===== config.mk =====
export PLATFORM = sky130hd
export DESIGN_NAME = page_swap_tracker_core_flat
export DESIGN_NICKNAME = d
export VERILOG_FILES = /design/src/rtl/pst_pkg.sv /design/src/rtl/pst_channels.sv /design/src/rtl/page_swap_tracker_core.sv /design/src/rtl/pst_ram.sv /design/src/rtl/pst_ctrl.sv /design/src/rtl/pst_dp.sv /design/src/flat_wrapper.sv
export SDC_FILE = /design/constraint.sdc
export NUM_CORES = 2
export LEC_CHECK = 0
export ABC_CLOCK_PERIOD_IN_PS = 9600
export BUFFER_PORTS_ARGS = -buffer_cell sky130_fd_sc_hd__buf_4
export CORE_MARGIN = 2
export CORE_UTILIZATION = 40
export CTS_BUF_LIST = sky130_fd_sc_hd__clkbuf_8
export DETAILED_ROUTE_END_ITERATION = 10
export GPL_TIMING_DRIVEN = 0
export REMOVE_ABC_BUFFERS = 1
export SYNTH_ARGS = -nofsm -noshare
export SYNTH_HDL_FRONTEND = slang
export SYNTH_SLANG_ARGS = --single-unit

===== constraint.sdc =====
create_clock -name clk -period 9.6 [get_ports clk]
set_clock_uncertainty 0.2 [all_clocks]
set_input_delay 0.48 -clock clk [delete_from_list [all_inputs] [get_ports clk]]
set_output_delay 0.48 -clock clk [all_outputs]
set_load 0.03 [all_outputs]

===== src/rtl/pst_pkg.sv =====
package pst_pkg;

    // Table and reserve geometry.
    localparam int TABLE_ENTRIES = 64;
    localparam int RESERVE_SLOTS = 256;
    localparam int IDX_W = $clog2(TABLE_ENTRIES);
    localparam int SLOT_W = $clog2(RESERVE_SLOTS);

    // The slot bitmap is searched one group of bits per cycle.
    localparam int GRP_BITS = 8;
    localparam int GPOS_W = $clog2(GRP_BITS);
    localparam int SLOT_GROUPS = (RESERVE_SLOTS + GRP_BITS - 1) / GRP_BITS;
    localparam int GRP_W = (SLOT_GROUPS > 1) ? $clog2(SLOT_GROUPS) : 1;
    localparam int PAD_BITS = SLOT_GROUPS * GRP_BITS;

    // Field widths.
    localparam int MODE_W = 2;
    localparam int PAGE_W = 20;
    localparam int STATUS_W = 2;
    localparam int START_W = 25;
    localparam int LBA_W = 28;
    localparam int SECTORS_PER_SLOT = 4096 / 512;
    localparam int SECT_SHIFT = $clog2(SECTORS_PER_SLOT);

    // Operation codes.
    localparam logic [MODE_W-1:0] MODE_INSERT = 2'd0;
    localparam logic [MODE_W-1:0] MODE_EVICT = 2'd1;
    localparam logic [MODE_W-1:0] MODE_REPLACE = 2'd2;
    localparam logic [MODE_W-1:0] MODE_NONE = 2'd3;

    // Status codes.
    localparam logic [STATUS_W-1:0] ST_OK = 2'd0;
    localparam logic [STATUS_W-1:0] ST_NOT_FOUND = 2'd1;
    localparam logic [STATUS_W-1:0] ST_RESERVE_FULL = 2'd2;
    localparam logic [STATUS_W-1:0] ST_TABLE_FULL = 2'd3;

    // What the commit step does to the state and the result.
    localparam int KIND_W = 3;
    localparam logic [KIND_W-1:0] KIND_NULL = 3'd0;
    localparam logic [KIND_W-1:0] KIND_ERR = 3'd1;
    localparam logic [KIND_W-1:0] KIND_INSERT = 3'd2;
    localparam logic [KIND_W-1:0] KIND_EVICT = 3'd3;
    localparam logic [KIND_W-1:0] KIND_BRING = 3'd4;
    localparam logic [KIND_W-1:0] KIND_FRESH = 3'd5;

    typedef logic [MODE_W-1:0] mode_t;
    typedef logic [PAGE_W-1:0] page_t;
    typedef logic [STATUS_W-1:0] status_t;
    typedef logic [START_W-1:0] start_t;
    typedef logic [LBA_W-1:0] lba_t;
    typedef logic [SLOT_W-1:0] slot_t;
    typedef logic [IDX_W-1:0] idx_t;
    typedef logic [KIND_W-1:0] kind_t;

    // One table entry as held in the entry memory.
    typedef struct packed {
        page_t page;
        logic  evicted;
        slot_t slot;
    } entry_t;

    // Controller to datapath.
    typedef struct packed {
        logic    start;
        logic    scan;
        logic    slot_scan;
        logic    commit;
        kind_t   kind;
        status_t status;
    } ctrl_cmd_t;

    // Datapath to controller.
    typedef struct packed {
        mode_t mode;
        logic  scan_done;
        logic  hit;
        logic  free_any;
        logic  slot_done;
        logic  slot_found;
        logic  out_free;
    } dp_sts_t;

endpackage


===== src/rtl/pst_channels.sv =====
// Request channel: one operation per beat.
interface pst_req_if import pst_pkg::*; ();
    logic  valid;
    logic  ready;
    mode_t mode;
    page_t page_number;
    page_t frame_number;

    modport source (output valid, output mode, output page_number, output frame_number,
                    input ready);
    modport sink (input valid, input mode, input page_number, input frame_number,
                  output ready);
endinterface

// Response channel: one result per beat.
interface pst_rsp_if import pst_pkg::*; ();
    logic    valid;
    logic    ready;
    status_t status;
    logic    disk_write;
    logic    disk_read;
    lba_t    disk_lba;
    logic    map_request;
    page_t   map_frame;
    logic    fresh_entry;

    modport source (output valid, output status, output disk_write, output disk_read,
                    output disk_lba, output map_request, output map_frame,
                    output fresh_entry, input ready);
    modport sink (input valid, input status, input disk_write, input disk_read,
                  input disk_lba, input map_request, input map_frame,
                  input fresh_entry, output ready);
endinterface

// Configuration write channel for the reserve start block.
interface pst_cfg_if import pst_pkg::*; ();
    logic   valid;
    logic   ready;
    start_t reserve_start_block;

    modport source (output valid, output reserve_start_block, input ready);
    modport sink (input valid, input reserve_start_block, output ready);
endinterface


===== src/rtl/page_swap_tracker_core.sv =====
// Page swap tracker. Keeps a table of TABLE_ENTRIES tracked pages, each resident or
// evicted to a swap slot, and a bitmap of RESERVE_SLOTS slots that reset clears.
// One operation is in flight at a time. The table lives in a single-port-read
// memory and is searched one entry per cycle up to the deciding entry (the first
// match or free entry; a miss scans all TABLE_ENTRIES). An evict then searches the
// bitmap for the lowest free slot, one 8-slot group per cycle. Mode 3 returns an
// all-zero result. The result waits in an output register; the next request is
// taken once the current one has been committed. The reserve start block is to be
// written by the user on the configuration channel while idle; the block itself
// does not enforce this. disk_lba is (slot + start) * 8 in 28 bits.
module page_swap_tracker_core import pst_pkg::*; (
    input logic      clk,
    input logic      rst_n,
    pst_req_if.sink  req,
    pst_rsp_if.source rsp,
    pst_cfg_if.sink  cfg
);

    ctrl_cmd_t cmd;
    dp_sts_t   sts;
    logic      req_ready;

    // Configuration writes are always taken.
    assign cfg.ready = 1'b1;
    assign req.ready = req_ready;

    pst_ctrl u_ctrl (
        .clk       (clk),
        .rst_n     (rst_n),
        .req_valid (req.valid),
        .req_ready (req_ready),
        .sts       (sts),
        .cmd       (cmd)
    );

    pst_dp u_dp (
        .clk        (clk),
        .rst_n      (rst_n),
        .cmd        (cmd),
        .sts        (sts),
        .req_mode   (req.mode),
        .req_page   (req.page_number),
        .req_frame  (req.frame_number),
        .cfg_we     (cfg.valid),
        .cfg_start  (cfg.reserve_start_block),
        .rsp_valid  (rsp.valid),
        .rsp_ready  (rsp.ready),
        .rsp_status (rsp.status),
        .rsp_write  (rsp.disk_write),
        .rsp_read   (rsp.disk_read),
        .rsp_lba    (rsp.disk_lba),
        .rsp_map    (rsp.map_request),
        .rsp_frame  (rsp.map_frame),
        .rsp_fresh  (rsp.fresh_entry)
    );

endmodule


===== src/rtl/pst_ram.sv =====
module pst_ram #(
    parameter int WIDTH = 8,
    parameter int DEPTH = 64,
    localparam int ADDR_W = (DEPTH > 1) ? $clog2(DEPTH) : 1
) (
    input  logic              clk,
    input  logic              we,
    input  logic [ADDR_W-1:0] waddr,
    input  logic [WIDTH-1:0]  wdata,
    input  logic [ADDR_W-1:0] raddr,
    output logic [WIDTH-1:0]  rdata
);

    logic [WIDTH-1:0] mem [DEPTH];

    // One write port and one registered read port.
    always_ff @(posedge clk)
    begin
        if (we)
        begin
            mem[waddr] <= wdata;
        end
        rdata <= mem[raddr];
    end

endmodule


===== src/rtl/pst_ctrl.sv =====
module pst_ctrl import pst_pkg::*; (
    input  logic      clk,
    input  logic      rst_n,
    input  logic      req_valid,
    output logic      req_ready,
    input  dp_sts_t   sts,
    output ctrl_cmd_t cmd
);

    localparam logic [1:0] S_IDLE = 2'd0;
    localparam logic [1:0] S_SCAN = 2'd1;
    localparam logic [1:0] S_SLOT = 2'd2;
    localparam logic [1:0] S_FIN = 2'd3;

    logic [1:0] state_reg, state_next;
    kind_t      kind_reg, kind_next;
    status_t    status_reg, status_next;

    assign req_ready = (state_reg == S_IDLE);

    // Sequencing: table search, optional slot search, then commit.
    always_comb
    begin
        state_next = state_reg;
        kind_next = kind_reg;
        status_next = status_reg;
        cmd = '0;
        cmd.kind = kind_reg;
        cmd.status = status_reg;
        unique case (state_reg)
            S_IDLE:
            begin
                cmd.start = req_valid;
                if (req_valid)
                begin
                    state_next = S_SCAN;
                end
            end
            S_SCAN:
            begin
                cmd.scan = 1'b1;
                unique case (sts.mode)
                    MODE_NONE:
                    begin
                        kind_next = KIND_NULL;
                        status_next = ST_OK;
                        state_next = S_FIN;
                    end
                    MODE_INSERT:
                    begin
                        if (sts.scan_done)
                        begin
                            kind_next = sts.hit ? KIND_INSERT : KIND_ERR;
                            status_next = sts.hit ? ST_OK : ST_TABLE_FULL;
                            state_next = S_FIN;
                        end
                    end
                    MODE_EVICT:
                    begin
                        if (sts.scan_done)
                        begin
                            if (sts.hit)
                            begin
                                state_next = S_SLOT;
                            end
                            else
                            begin
                                kind_next = KIND_ERR;
                                status_next = ST_NOT_FOUND;
                                state_next = S_FIN;
                            end
                        end
                    end
                    MODE_REPLACE:
                    begin
                        if (sts.scan_done)
                        begin
                            state_next = S_FIN;
                            status_next = ST_OK;
                            if (sts.hit)
                            begin
                                kind_next = KIND_BRING;
                            end
                            else if (sts.free_any)
                            begin
                                kind_next = KIND_FRESH;
                            end
                            else
                            begin
                                kind_next = KIND_ERR;
                                status_next = ST_TABLE_FULL;
                            end
                        end
                    end
                endcase
            end
            S_SLOT:
            begin
                cmd.slot_scan = 1'b1;
                if (sts.slot_done)
                begin
                    kind_next = sts.slot_found ? KIND_EVICT : KIND_ERR;
                    status_next = sts.slot_found ? ST_OK : ST_RESERVE_FULL;
                    state_next = S_FIN;
                end
            end
            S_FIN:
            begin
                // Commit only once the output register can take the result.
                if (sts.out_free)
                begin
                    cmd.commit = 1'b1;
                    state_next = S_IDLE;
                end
            end
        endcase
    end

    // Control state.
    always_ff @(posedge clk or negedge rst_n)
    begin
        if (!rst_n)
        begin
            state_reg <= S_IDLE;
            kind_reg <= KIND_NULL;
            status_reg <= ST_OK;
        end
        else
        begin
            state_reg <= state_next;
            kind_reg <= kind_next;
            status_reg <= status_next;
        end
    end

endmodule


===== src/rtl/pst_dp.sv =====
module pst_dp import pst_pkg::*; (
    input  logic      clk,
    input  logic      rst_n,
    input  ctrl_cmd_t cmd,
    output dp_sts_t   sts,
    // Operation fields, sampled on the start command.
    input  mode_t     req_mode,
    input  page_t     req_page,
    input  page_t     req_frame,
    // Configuration write.
    input  logic      cfg_we,
    input  start_t    cfg_start,
    // Result register.
    output logic      rsp_valid,
    input  logic      rsp_ready,
    output status_t   rsp_status,
    output logic      rsp_write,
    output logic      rsp_read,
    output lba_t      rsp_lba,
    output logic      rsp_map,
    output page_t     rsp_frame,
    output logic      rsp_fresh
);

    localparam logic [IDX_W:0] CNT_END = (IDX_W + 1)'(TABLE_ENTRIES);
    localparam idx_t IDX_LAST = IDX_W'(TABLE_ENTRIES - 1);
    localparam logic [GRP_W-1:0] GRP_LAST = GRP_W'(SLOT_GROUPS - 1);

    // Operation and configuration registers.
    mode_t  mode_reg;
    page_t  page_reg;
    page_t  frame_reg;
    start_t start_reg;

    // Entry valid bits and the slot bitmap.
    logic [TABLE_ENTRIES-1:0] valid_reg, valid_next;
    logic [RESERVE_SLOTS-1:0] used_reg, used_next;
    logic [PAD_BITS-1:0]      pad_used;

    // Table search.
    logic [IDX_W:0] cnt_reg, cnt_next;
    logic           chk_vld_reg, chk_vld_next;
    idx_t           chk_idx_reg;
    idx_t           hit_idx_reg;
    slot_t          hit_slot_reg;
    logic           free_found_reg, free_found_next;
    idx_t           free_idx_reg;
    entry_t         rd_entry;
    logic           chk_live;
    logic           chk_entry_valid;
    logic           match_now;
    logic           hit_now;
    logic           free_now;

    // Slot search.
    logic [GRP_W-1:0]    gcnt_reg, gcnt_next;
    logic [GRP_BITS-1:0] grp_free;
    logic [GPOS_W-1:0]   grp_pos;
    logic [GRP_W+GPOS_W-1:0] slot_wide;
    slot_t               slot_reg;

    // Memory write side.
    logic   mem_we;
    idx_t   mem_waddr;
    entry_t mem_wdata;

    // Result.
    logic    out_valid_reg, out_valid_next;
    status_t res_status;
    logic    res_write;
    logic    res_read;
    lba_t    res_lba;
    logic    res_map;
    page_t   res_frame;
    logic    res_fresh;
    slot_t   lba_slot;
    start_t  lba_sum;
    status_t rsp_status_reg;
    logic    rsp_write_reg;
    logic    rsp_read_reg;
    lba_t    rsp_lba_reg;
    logic    rsp_map_reg;
    page_t   rsp_frame_reg;
    logic    rsp_fresh_reg;

    pst_ram #(
        .WIDTH ($bits(entry_t)),
        .DEPTH (TABLE_ENTRIES)
    ) u_entries (
        .clk   (clk),
        .we    (mem_we),
        .waddr (mem_waddr),
        .wdata (mem_wdata),
        .raddr (cnt_reg[IDX_W-1:0]),
        .rdata (rd_entry)
    );

    // Compare stage: the entry read in the previous cycle against the key.
    assign chk_live = chk_vld_reg && cmd.scan;
    assign chk_entry_valid = valid_reg[chk_idx_reg];
    assign match_now = chk_entry_valid && (rd_entry.page == page_reg)
                       && (rd_entry.evicted == (mode_reg == MODE_REPLACE));
    assign free_now = chk_live && !chk_entry_valid;
    assign hit_now = chk_live && ((mode_reg == MODE_INSERT) ? !chk_entry_valid : match_now);

    // Search counters and the lowest free entry.
    always_comb
    begin
        cnt_next = cnt_reg;
        chk_vld_next = 1'b0;
        free_found_next = free_found_reg;
        if (cmd.start)
        begin
            cnt_next = '0;
            free_found_next = 1'b0;
        end
        else if (cmd.scan)
        begin
            chk_vld_next = (cnt_reg < CNT_END);
            if (cnt_reg < CNT_END)
            begin
                cnt_next = cnt_reg + 1'b1;
            end
            if (free_now)
            begin
                free_found_next = 1'b1;
            end
        end
    end

    // Bitmap padded with taken bits up to a whole number of groups.
    for (genvar gi = 0; gi < PAD_BITS; gi++)
    begin : g_pad
        if (gi < RESERVE_SLOTS)
        begin : g_real
            assign pad_used[gi] = used_reg[gi];
        end
        else
        begin : g_fill
            assign pad_used[gi] = 1'b1;
        end
    end

    // Lowest free bit of the current group.
    always_comb
    begin
        grp_free = ~pad_used[gcnt_reg * GRP_BITS +: GRP_BITS];
        grp_pos = '0;
        for (int b = GRP_BITS - 1; b >= 0; b--)
        begin
            if (grp_free[b])
            begin
                grp_pos = GPOS_W'(b);
            end
        end
    end

    assign slot_wide = {gcnt_reg, grp_pos};

    always_comb
    begin
        gcnt_next = gcnt_reg;
        if (cmd.start)
        begin
            gcnt_next = '0;
        end
        else if (cmd.slot_scan && (grp_free == '0) && (gcnt_reg != GRP_LAST))
        begin
            gcnt_next = gcnt_reg + 1'b1;
        end
    end

    // Slot address for the result.
    assign lba_slot = (cmd.kind == KIND_BRING) ? hit_slot_reg : slot_reg;
    assign lba_sum = START_W'(lba_slot) + start_reg;

    // Commit: entry write, valid and bitmap update, result fields.
    always_comb
    begin
        mem_we = 1'b0;
        mem_waddr = hit_idx_reg;
        mem_wdata = '{page: page_reg, evicted: 1'b0, slot: '0};
        valid_next = valid_reg;
        used_next = used_reg;
        res_status = ST_OK;
        res_write = 1'b0;
        res_read = 1'b0;
        res_lba = '0;
        res_map = 1'b0;
        res_frame = '0;
        res_fresh = 1'b0;
        unique case (cmd.kind)
            KIND_NULL:
            begin
            end
            KIND_ERR:
            begin
                res_status = cmd.status;
            end
            KIND_INSERT:
            begin
                mem_we = cmd.commit;
                if (cmd.commit)
                begin
                    valid_next[hit_idx_reg] = 1'b1;
                end
            end
            KIND_EVICT:
            begin
                mem_we = cmd.commit;
                mem_wdata = '{page: page_reg, evicted: 1'b1, slot: slot_reg};
                if (cmd.commit)
                begin
                    used_next[slot_reg] = 1'b1;
                end
                res_write = 1'b1;
                res_lba = LBA_W'({lba_sum, SECT_SHIFT'(0)});
            end
            KIND_BRING:
            begin
                mem_we = cmd.commit;
                mem_wdata = '{page: page_reg, evicted: 1'b0, slot: hit_slot_reg};
                if (cmd.commit)
                begin
                    used_next[hit_slot_reg] = 1'b0;
                end
                res_read = 1'b1;
                res_lba = LBA_W'({lba_sum, SECT_SHIFT'(0)});
                res_map = 1'b1;
                res_frame = frame_reg;
            end
            KIND_FRESH:
            begin
                mem_we = cmd.commit;
                mem_waddr = free_idx_reg;
                if (cmd.commit)
                begin
                    valid_next[free_idx_reg] = 1'b1;
                end
                res_map = 1'b1;
                res_frame = frame_reg;
                res_fresh = 1'b1;
            end
            default:
            begin
            end
        endcase
    end

    // Output register handshake.
    always_comb
    begin
        out_valid_next = out_valid_reg;
        if (cmd.commit)
        begin
            out_valid_next = 1'b1;
        end
        else if (rsp_ready)
        begin
            out_valid_next = 1'b0;
        end
    end

    // Control state.
    always_ff @(posedge clk or negedge rst_n)
    begin
        if (!rst_n)
        begin
            start_reg <= '0;
            valid_reg <= '0;
            used_reg <= '0;
            cnt_reg <= '0;
            chk_vld_reg <= 1'b0;
            free_found_reg <= 1'b0;
            gcnt_reg <= '0;
            out_valid_reg <= 1'b0;
            mode_reg <= MODE_NONE;
        end
        else
        begin
            if (cfg_we)
            begin
                start_reg <= cfg_start;
            end
            if (cmd.start)
            begin
                mode_reg <= req_mode;
            end
            valid_reg <= valid_next;
            used_reg <= used_next;
            cnt_reg <= cnt_next;
            chk_vld_reg <= chk_vld_next;
            free_found_reg <= free_found_next;
            gcnt_reg <= gcnt_next;
            out_valid_reg <= out_valid_next;
        end
    end

    // Payload registers.
    always_ff @(posedge clk)
    begin
        if (cmd.start)
        begin
            page_reg <= req_page;
            frame_reg <= req_frame;
        end
        chk_idx_reg <= cnt_reg[IDX_W-1:0];
        if (hit_now)
        begin
            hit_idx_reg <= chk_idx_reg;
            hit_slot_reg <= rd_entry.slot;
        end
        if (free_now && !free_found_reg)
        begin
            free_idx_reg <= chk_idx_reg;
        end
        if (cmd.slot_scan && (grp_free != '0))
        begin
            slot_reg <= SLOT_W'(slot_wide);
        end
        if (cmd.commit)
        begin
            rsp_status_reg <= res_status;
            rsp_write_reg <= res_write;
            rsp_read_reg <= res_read;
            rsp_lba_reg <= res_lba;
            rsp_map_reg <= res_map;
            rsp_frame_reg <= res_frame;
            rsp_fresh_reg <= res_fresh;
        end
    end

    assign rsp_valid = out_valid_reg;
    assign rsp_status = rsp_status_reg;
    assign rsp_write = rsp_write_reg;
    assign rsp_read = rsp_read_reg;
    assign rsp_lba = rsp_lba_reg;
    assign rsp_map = rsp_map_reg;
    assign rsp_frame = rsp_frame_reg;
    assign rsp_fresh = rsp_fresh_reg;

    // Status toward the controller.
    always_comb
    begin
        sts.mode = mode_reg;
        sts.hit = hit_now;
        sts.scan_done = hit_now || (chk_live && (chk_idx_reg == IDX_LAST));
        sts.free_any = free_found_reg || free_now;
        sts.slot_done = cmd.slot_scan && ((grp_free != '0) || (gcnt_reg == GRP_LAST));
        sts.slot_found = (grp_free != '0);
        sts.out_free = !out_valid_reg || rsp_ready;
    end

endmodule


===== src/flat_wrapper.sv =====
// flat-port wrapper written by rule: the top's interface ports become plain ports
module page_swap_tracker_core_flat import pst_pkg::*;
  (clk, rst_n, req_valid, req_mode, req_page_number, req_frame_number, req_ready, rsp_valid, rsp_status, rsp_disk_write, rsp_disk_read, rsp_disk_lba, rsp_map_request, rsp_map_frame, rsp_fresh_entry, rsp_ready, cfg_valid, cfg_reserve_start_block, cfg_ready);
  pst_req_if req_i ();
  pst_rsp_if rsp_i ();
  pst_cfg_if cfg_i ();
  input logic clk;
  input logic rst_n;
  input wire logic [$bits(req_i.valid)-1:0] req_valid;
  input wire logic [$bits(req_i.mode)-1:0] req_mode;
  input wire logic [$bits(req_i.page_number)-1:0] req_page_number;
  input wire logic [$bits(req_i.frame_number)-1:0] req_frame_number;
  output wire logic [$bits(req_i.ready)-1:0] req_ready;
  output wire logic [$bits(rsp_i.valid)-1:0] rsp_valid;
  output wire logic [$bits(rsp_i.status)-1:0] rsp_status;
  output wire logic [$bits(rsp_i.disk_write)-1:0] rsp_disk_write;
  output wire logic [$bits(rsp_i.disk_read)-1:0] rsp_disk_read;
  output wire logic [$bits(rsp_i.disk_lba)-1:0] rsp_disk_lba;
  output wire logic [$bits(rsp_i.map_request)-1:0] rsp_map_request;
  output wire logic [$bits(rsp_i.map_frame)-1:0] rsp_map_frame;
  output wire logic [$bits(rsp_i.fresh_entry)-1:0] rsp_fresh_entry;
  input wire logic [$bits(rsp_i.ready)-1:0] rsp_ready;
  input wire logic [$bits(cfg_i.valid)-1:0] cfg_valid;
  input wire logic [$bits(cfg_i.reserve_start_block)-1:0] cfg_reserve_start_block;
  output wire logic [$bits(cfg_i.ready)-1:0] cfg_ready;
  assign req_i.valid = req_valid;
  assign req_i.mode = req_mode;
  assign req_i.page_number = req_page_number;
  assign req_i.frame_number = req_frame_number;
  assign req_ready = req_i.ready;
  assign rsp_valid = rsp_i.valid;
  assign rsp_status = rsp_i.status;
  assign rsp_disk_write = rsp_i.disk_write;
  assign rsp_disk_read = rsp_i.disk_read;
  assign rsp_disk_lba = rsp_i.disk_lba;
  assign rsp_map_request = rsp_i.map_request;
  assign rsp_map_frame = rsp_i.map_frame;
  assign rsp_fresh_entry = rsp_i.fresh_entry;
  assign rsp_i.ready = rsp_ready;
  assign cfg_i.valid = cfg_valid;
  assign cfg_i.reserve_start_block = cfg_reserve_start_block;
  assign cfg_ready = cfg_i.ready;
  page_swap_tracker_core u_core (.clk(clk), .rst_n(rst_n), .req(req_i), .rsp(rsp_i), .cfg(cfg_i));
endmodule

# Yosys cells after proc, flatten, opt, wreduce, memory -nomap -nowiden

Memory sizes are Yosys's and may differ from the RTL's. A register that Yosys moved wholly into a read port is not among the register bits.
Cells that the tools add are included.

Add/subtract/negate cells: 3
Multipliers: 0
Divide/modulo/power cells: 0
Order comparisons: 10
Equality and inequality tests: 28
Shift-type cells: 1
Muxes and demuxes: 81
Bitwise operators: 6
Reduce and logical (&&, ||, !) cells: 46

Operators with widths:

| cell               | count |
|---|---|
| $mux 256           | 2 |
| $pmux 256 s2       | 1 |
| $and 256x256->256  | 1 |
| $not 256->256      | 1 |
| $or 256x256->256   | 1 |
| $shiftx 256x9->8   | 1 |
| $mux 64            | 2 |
| $or 64x64->64      | 2 |
| $pmux 64 s2        | 1 |
| $mux 2             | 18 |
| $mux 3             | 11 |
| $mux 1             | 27 |
| $add 8x25->25      | 1 |
| $lt 6x7->1 const B | 3 |
| $mux 7             | 3 |
| $eq 20x20->1       | 1 |
| $lt 8x9->1 const B | 2 |
| $pmux 9 s2         | 1 |
| $demux 1 s8        | 2 |
| $ge 8x1->1 const B | 2 |
| $pmux 2 s4         | 2 |
| $reduce_bool 2->1  | 8 |
| $logic_and 1x1->1  | 15 |
| $demux 1 s6        | 2 |
| 37 further kinds   | 65 |

Flip-flop bits (word level): 497
Latch bits: 0
Bits in writable memories: 1856
ROM bits: 0
Bits of input ports: 72
Output and inout bits: 57
Word-level logic and storage cells: 206
Memories: 1

Memory list:

| memory                    | words | width | read ports | clocked after Yosys merged registers in | write ports | line          | text |
|---|---|---|---|---|---|---|---|
| u_core.u_dp.u_entries.mem | 64    | 29    | 1          | 1                                       | 1           | pst_ram.sv:14 | `logic [WIDTH-1:0] mem [DEPTH];` |

# Logic depth before layout (Yosys ltp)

Depth in word-level cells: 10
Gate-level depth with buffers: 19
Mapped depth without buffers: 17

# Cells and area by module

From an unflattened synthesis, not the netlist that was laid out.

Cells, all modules: 5396
Area, all modules: 95613.0 um^2

By module, submodules not included:

| module                 | instances | cells an instance | area each (um^2) | seq. area each (um^2) |
|---|---|---|---|---|
| pst_ram                | 1         | 3407              | 72619.6          | 56314.0 |
| pst_dp                 | 1         | 1935              | 22441.5          | 12754.7 |
| pst_ctrl               | 1         | 52                | 540.5            | 175.2 |
| page_swap_tracker_core | 1         | 2                 | 11.3             | 0.0 |

# Worst setup path before layout

OpenSTA, ideal clock, no wires.

Path kind: register -> register
From: register u_core.u_dp.out_valid_reg (netlist: u_core.u_dp.rsp_valid)
To: memory u_core.u_dp.u_entries.mem[33][0] (netlist bit) (enable)
Library setup time: 0.451 ns
Arrival: 5.063 ns
Data required time: 8.949 ns
Slack: 3.886 ns
Stages on the path, launching flop included: 8
Path buffers: 2
Period minus slack after synthesis: 5.714 ns
Cells stage by stage: dfrtp_1 nand2b_1 and2_1 clkbuf_1 o21a_1 clkbuf_1 nand2_1 nor3_1

RTL lines:

| what                   | line          | text |
|---|---|---|
| from (decl)            | pst_dp.sv:68  | `logic out_valid_reg, out_valid_next;` |
| from (signal assigned) | pst_dp.sv:295 | `out_valid_reg <= out_valid_next;` |
| to (decl)              | pst_ram.sv:14 |  |

# Final worst setup path

From: register u_core.u_ctrl.kind_reg[2]
To: memory u_core.u_dp.u_entries.mem[21][24] (netlist bit) (enable)

Cells in the longest elaborated chain, start to end: 5
Elaborated cells on any way between the ends: 9
Classes of those cells: eq/ne (4); mux (4); reduce/logical (1)

RTL lines:

| what                                     | line            | text |
|---|---|---|
| from (decl)                              | pst_ctrl.sv:16  | `kind_t kind_reg, kind_next;` |
| from (signal assigned)                   | pst_ctrl.sv:131 | `kind_reg <= kind_next;` |
| $eq 3x3->1 or $eq 3x2->1 (tied branches) | pst_dp.sv:192   | `unique case (cmd.kind)` |
| $reduce_or 4->1 (no source line)         | --              |  |
| $mux 1                                   | pst_dp.sv:192   |  |
| $mux 1                                   | pst_ram.sv:19   | `if (we)` |
| $mux 1 (implied by the code)             | pst_ram.sv:21   | `mem[waddr] <= wdata;` |

Several ways; a longest one is shown, not always the timed one.

==> results.ini <==
[run_status]
status = finished, final reports clean

[synthesis]
seq_area_frac_synth_pct = 74.5
synth_ff_type = edfxtp_1
async_flop_share_pct = 15.5
ys_warn_count = 0
yosysTopAreaCell = edfxtp_1
ys_types = 60
synth_top_area_share_pct = 63.8
synthCells = 4571
netlist_area_um2 = 93000
synth_edf_count = 1975
avgSynthCellArea_um2 = 20.3
ys_ff_latch = 2379
synth_area_leaders = edfxtp_1, mux4_2, dfrtp_1

[worst_hold_path]
min_from = req_mode[1]
min_path_type = in -> reg

[cells_and_area]
multiInputGateArea_um2 = 23100
fin_nets = 5222
drive_gt1_share_pct = 29.1
seq_area_um2 = 69300
fillers = 18881
largest_reg_flops = 1856
fin_util_pct = 47.2
area_growth_pct = 17.2

[clock_network]
cts_buffers = 380
cts-root-buf = clkbuf_8
cts_tree = built
clk_latency_ns = 1.07
htree_num_levels = 5
clockBufferDepth = 4
path_clk_slew_ns = 0.06
cts_resized = 0
cts.sinks = 2379

[floorplanning]
die_x_um = 486
core-area_um2 = 231000
rows = 176
fp.dieArea_um2 = 236000
io_pins = 129
chipHeight_um = 486
start_util_pct = 40.3

[setup_path]
cp-start-kind = register
rr_startpoint = u_core.u_ctrl.kind_reg[2]
required_ns = 10.11
critPathCaptureType = register
r2r_slack_ns = 4.37
cp-startpoint = u_core.u_ctrl.kind_reg[2]
crit_fanout = 18
worstSetupPathType = reg -> reg
crit_arrival_ns = 5.74

[drt]
wl_um = 233000
drc = 0
detail-route-antenna-nets = 0
routed_via_density = 5.71
avgRoutedWirePerCell_um = 27.7
detailedRoute.firstIterationViolations = 5102
dr_total_vias = 48106
firstDrtPassIters = 8

[timing]
setup_viol_count_final = 0
timing.fmax_mhz = 191
worst_pin_slew_ns = 1.32
fin_crit_ns = 5.23
worst_hold_slack_ns = 0.117
slew_violations = 0
fin_crit_sh_pct = 54.5
relSlewSlack_pct = 12.0
hold_viol_final = 0
rsz0062_at_grt = false

[global_route]
grt_max_degree = 128
antenna_found_initial = 6
gr-usage-all-layers_pct = 19.7
grt_pass1_vias = 49372
grt_pass1_wl_um = 341000
grt_overflow = 0

[place]
numPortBuffers = 124
gp_congestion = 0.835
dp_hpwl_um = 143000

[pwr]
vdd_drop_max_mv = 0.189
p_leak_nw = 36.2
power_density_nw_per_um2 = 244

[flow_run]
max_cap_violations = 0

[what timing repair did]
action	in CTS	in global routing
hold buffers	145	0
setup buffers	0	0
endpoints found under the hold margin	328	0
[cells in the final DEF (no fill, tap or decap), types with 5 or more instances in the layout]
master	instances
buf_4	124
inv_1	136
mux2_2	36
diode_2	11
dfrtp_1	358
xor2_1	23
nor2b_1	23
nor2_4	60
ha_1	15
nor2_1	75
nand2b_1	12
o21ai_0	532
clkbuf_8	408
buf_12	70
nand2_2	6
edfxtp_1	1975
clkinv_1	81
mux2i_1	21
o21bai_1	34
nand4_1	8
dfrtp_4	6
and2_1	23
nand3_1	32
or3_1	5
a21oi_1	18
buf_16	73
a21o_1	32
nor3_1	16
mux4_2	703
xnor2_1	22
nand2_1	141
buf_8	8
dlygate4sd3_1	144
clkinv_2	24
buf_6	18
dfxtp_1	35
and3_1	10
[power by group]
part	switching [mW]	internal (mW)
sequential	0.385	12.0
combinational	3.37	3.06
clock	3.86	3.90
[kinds of logic (layout without fill, tap and decap cells)]
group / Yosys count / in the layout / synth area share (%)
AO/OA/AOI/OAI: 651 / 651 / 3.79
adder cells (fa/ha/maj): 16 / 16 / 0.223
multiplexers: 760 / 760 / 17.7
XOR/XNOR: 45 / 45 / 0.424
AND/OR/NAND/NOR: 440 / 440 / 2.18
other: 2 / 15 / 0.00808
buffers and inverters: 278 / 1092 / 1.20
flip-flops: 2379 / 2379 / 74.5
[worst paths after layout]
kind / depth (start not counted) / endpoint
worst max-delay path: 6 / u_core.u_dp.u_entries.mem[21][24]
worst min-delay path: 3 / u_core.u_dp.mode_reg[1]
worst max register to register: 6 / u_core.u_dp.u_entries.mem[21][24]
worst min register to register: 0 / u_core.u_dp.hit_slot_reg[1]
max in group asynchronous: 5 / u_core.u_dp.pad_used[179]
min in group asynchronous: 4 / u_core.u_dp.gcnt_reg[2]
[per-stage QoR]
stage	setup TNS [ns]	std cells	setup slack [ns]	power (mW)	cell area [µm²]
after floorplan	-360.42	4315	-10.19	18.1	91900
after global placement	-768.33	7465	-19.59	19.3	96700
after detailed placement	0	7633	4.32	19.1	101000
after CTS	0	8413	4.27	26.9	109000
after global routing	0	8422	3.76	27.6	109000
final	0	8424	4.37	26.6	109000
[routing by layer]
metal	share of wire (%)	routed length [µm]	up-vias	GRT usage, %
met3	6.7	15700	410	3.26
met4	2.5	5740	0	5.58
met2	49	113000	1994	31.5
met5	0	0	-	0
met1	42	98700	25800	27.9
li1	-	-	19902	-
[critical path, cell delays in order (launching register included)]
cell     delay, ns
dfrtp_1       0.47
nor2b_2       0.64
nand2_1       0.59
mux2i_1       0.81
nand2_1       0.83
nor2_4        1.02
buf_12        0.27
[cell type report]
cell class / instances / area share, %
clock buffers: 408 / 5.15
well taps: 3026 / 3.48
inverters: 20 / 0.0689
clock inverters: 227 / 0.853
diodes: 11 / 0.0253
multi-input cells: 1916 / 21.2
flip-flops and latches: 2379 / 63.6
repair buffers: 437 / 5.61
[synth_stat cells (18+ instances only)]
cell	count
mux2_2	36
dfrtp_1	367
mux4_2	703
nand2_1	147
a21oi_1	18
buf_1	47
a21o_1	32
mux2i_1	21
o21bai_1	34
nand3_1	32
inv_1	18
dfxtp_1	35
o21ai_0	532
clkbuf_1	189
edfxtp_1	1975
and2_1	25
nor2_1	136
xnor2_1	22
xor2_1	23
nor3_1	20
nor2b_1	24
Note: power is estimated with default switching activity, not from simulation.
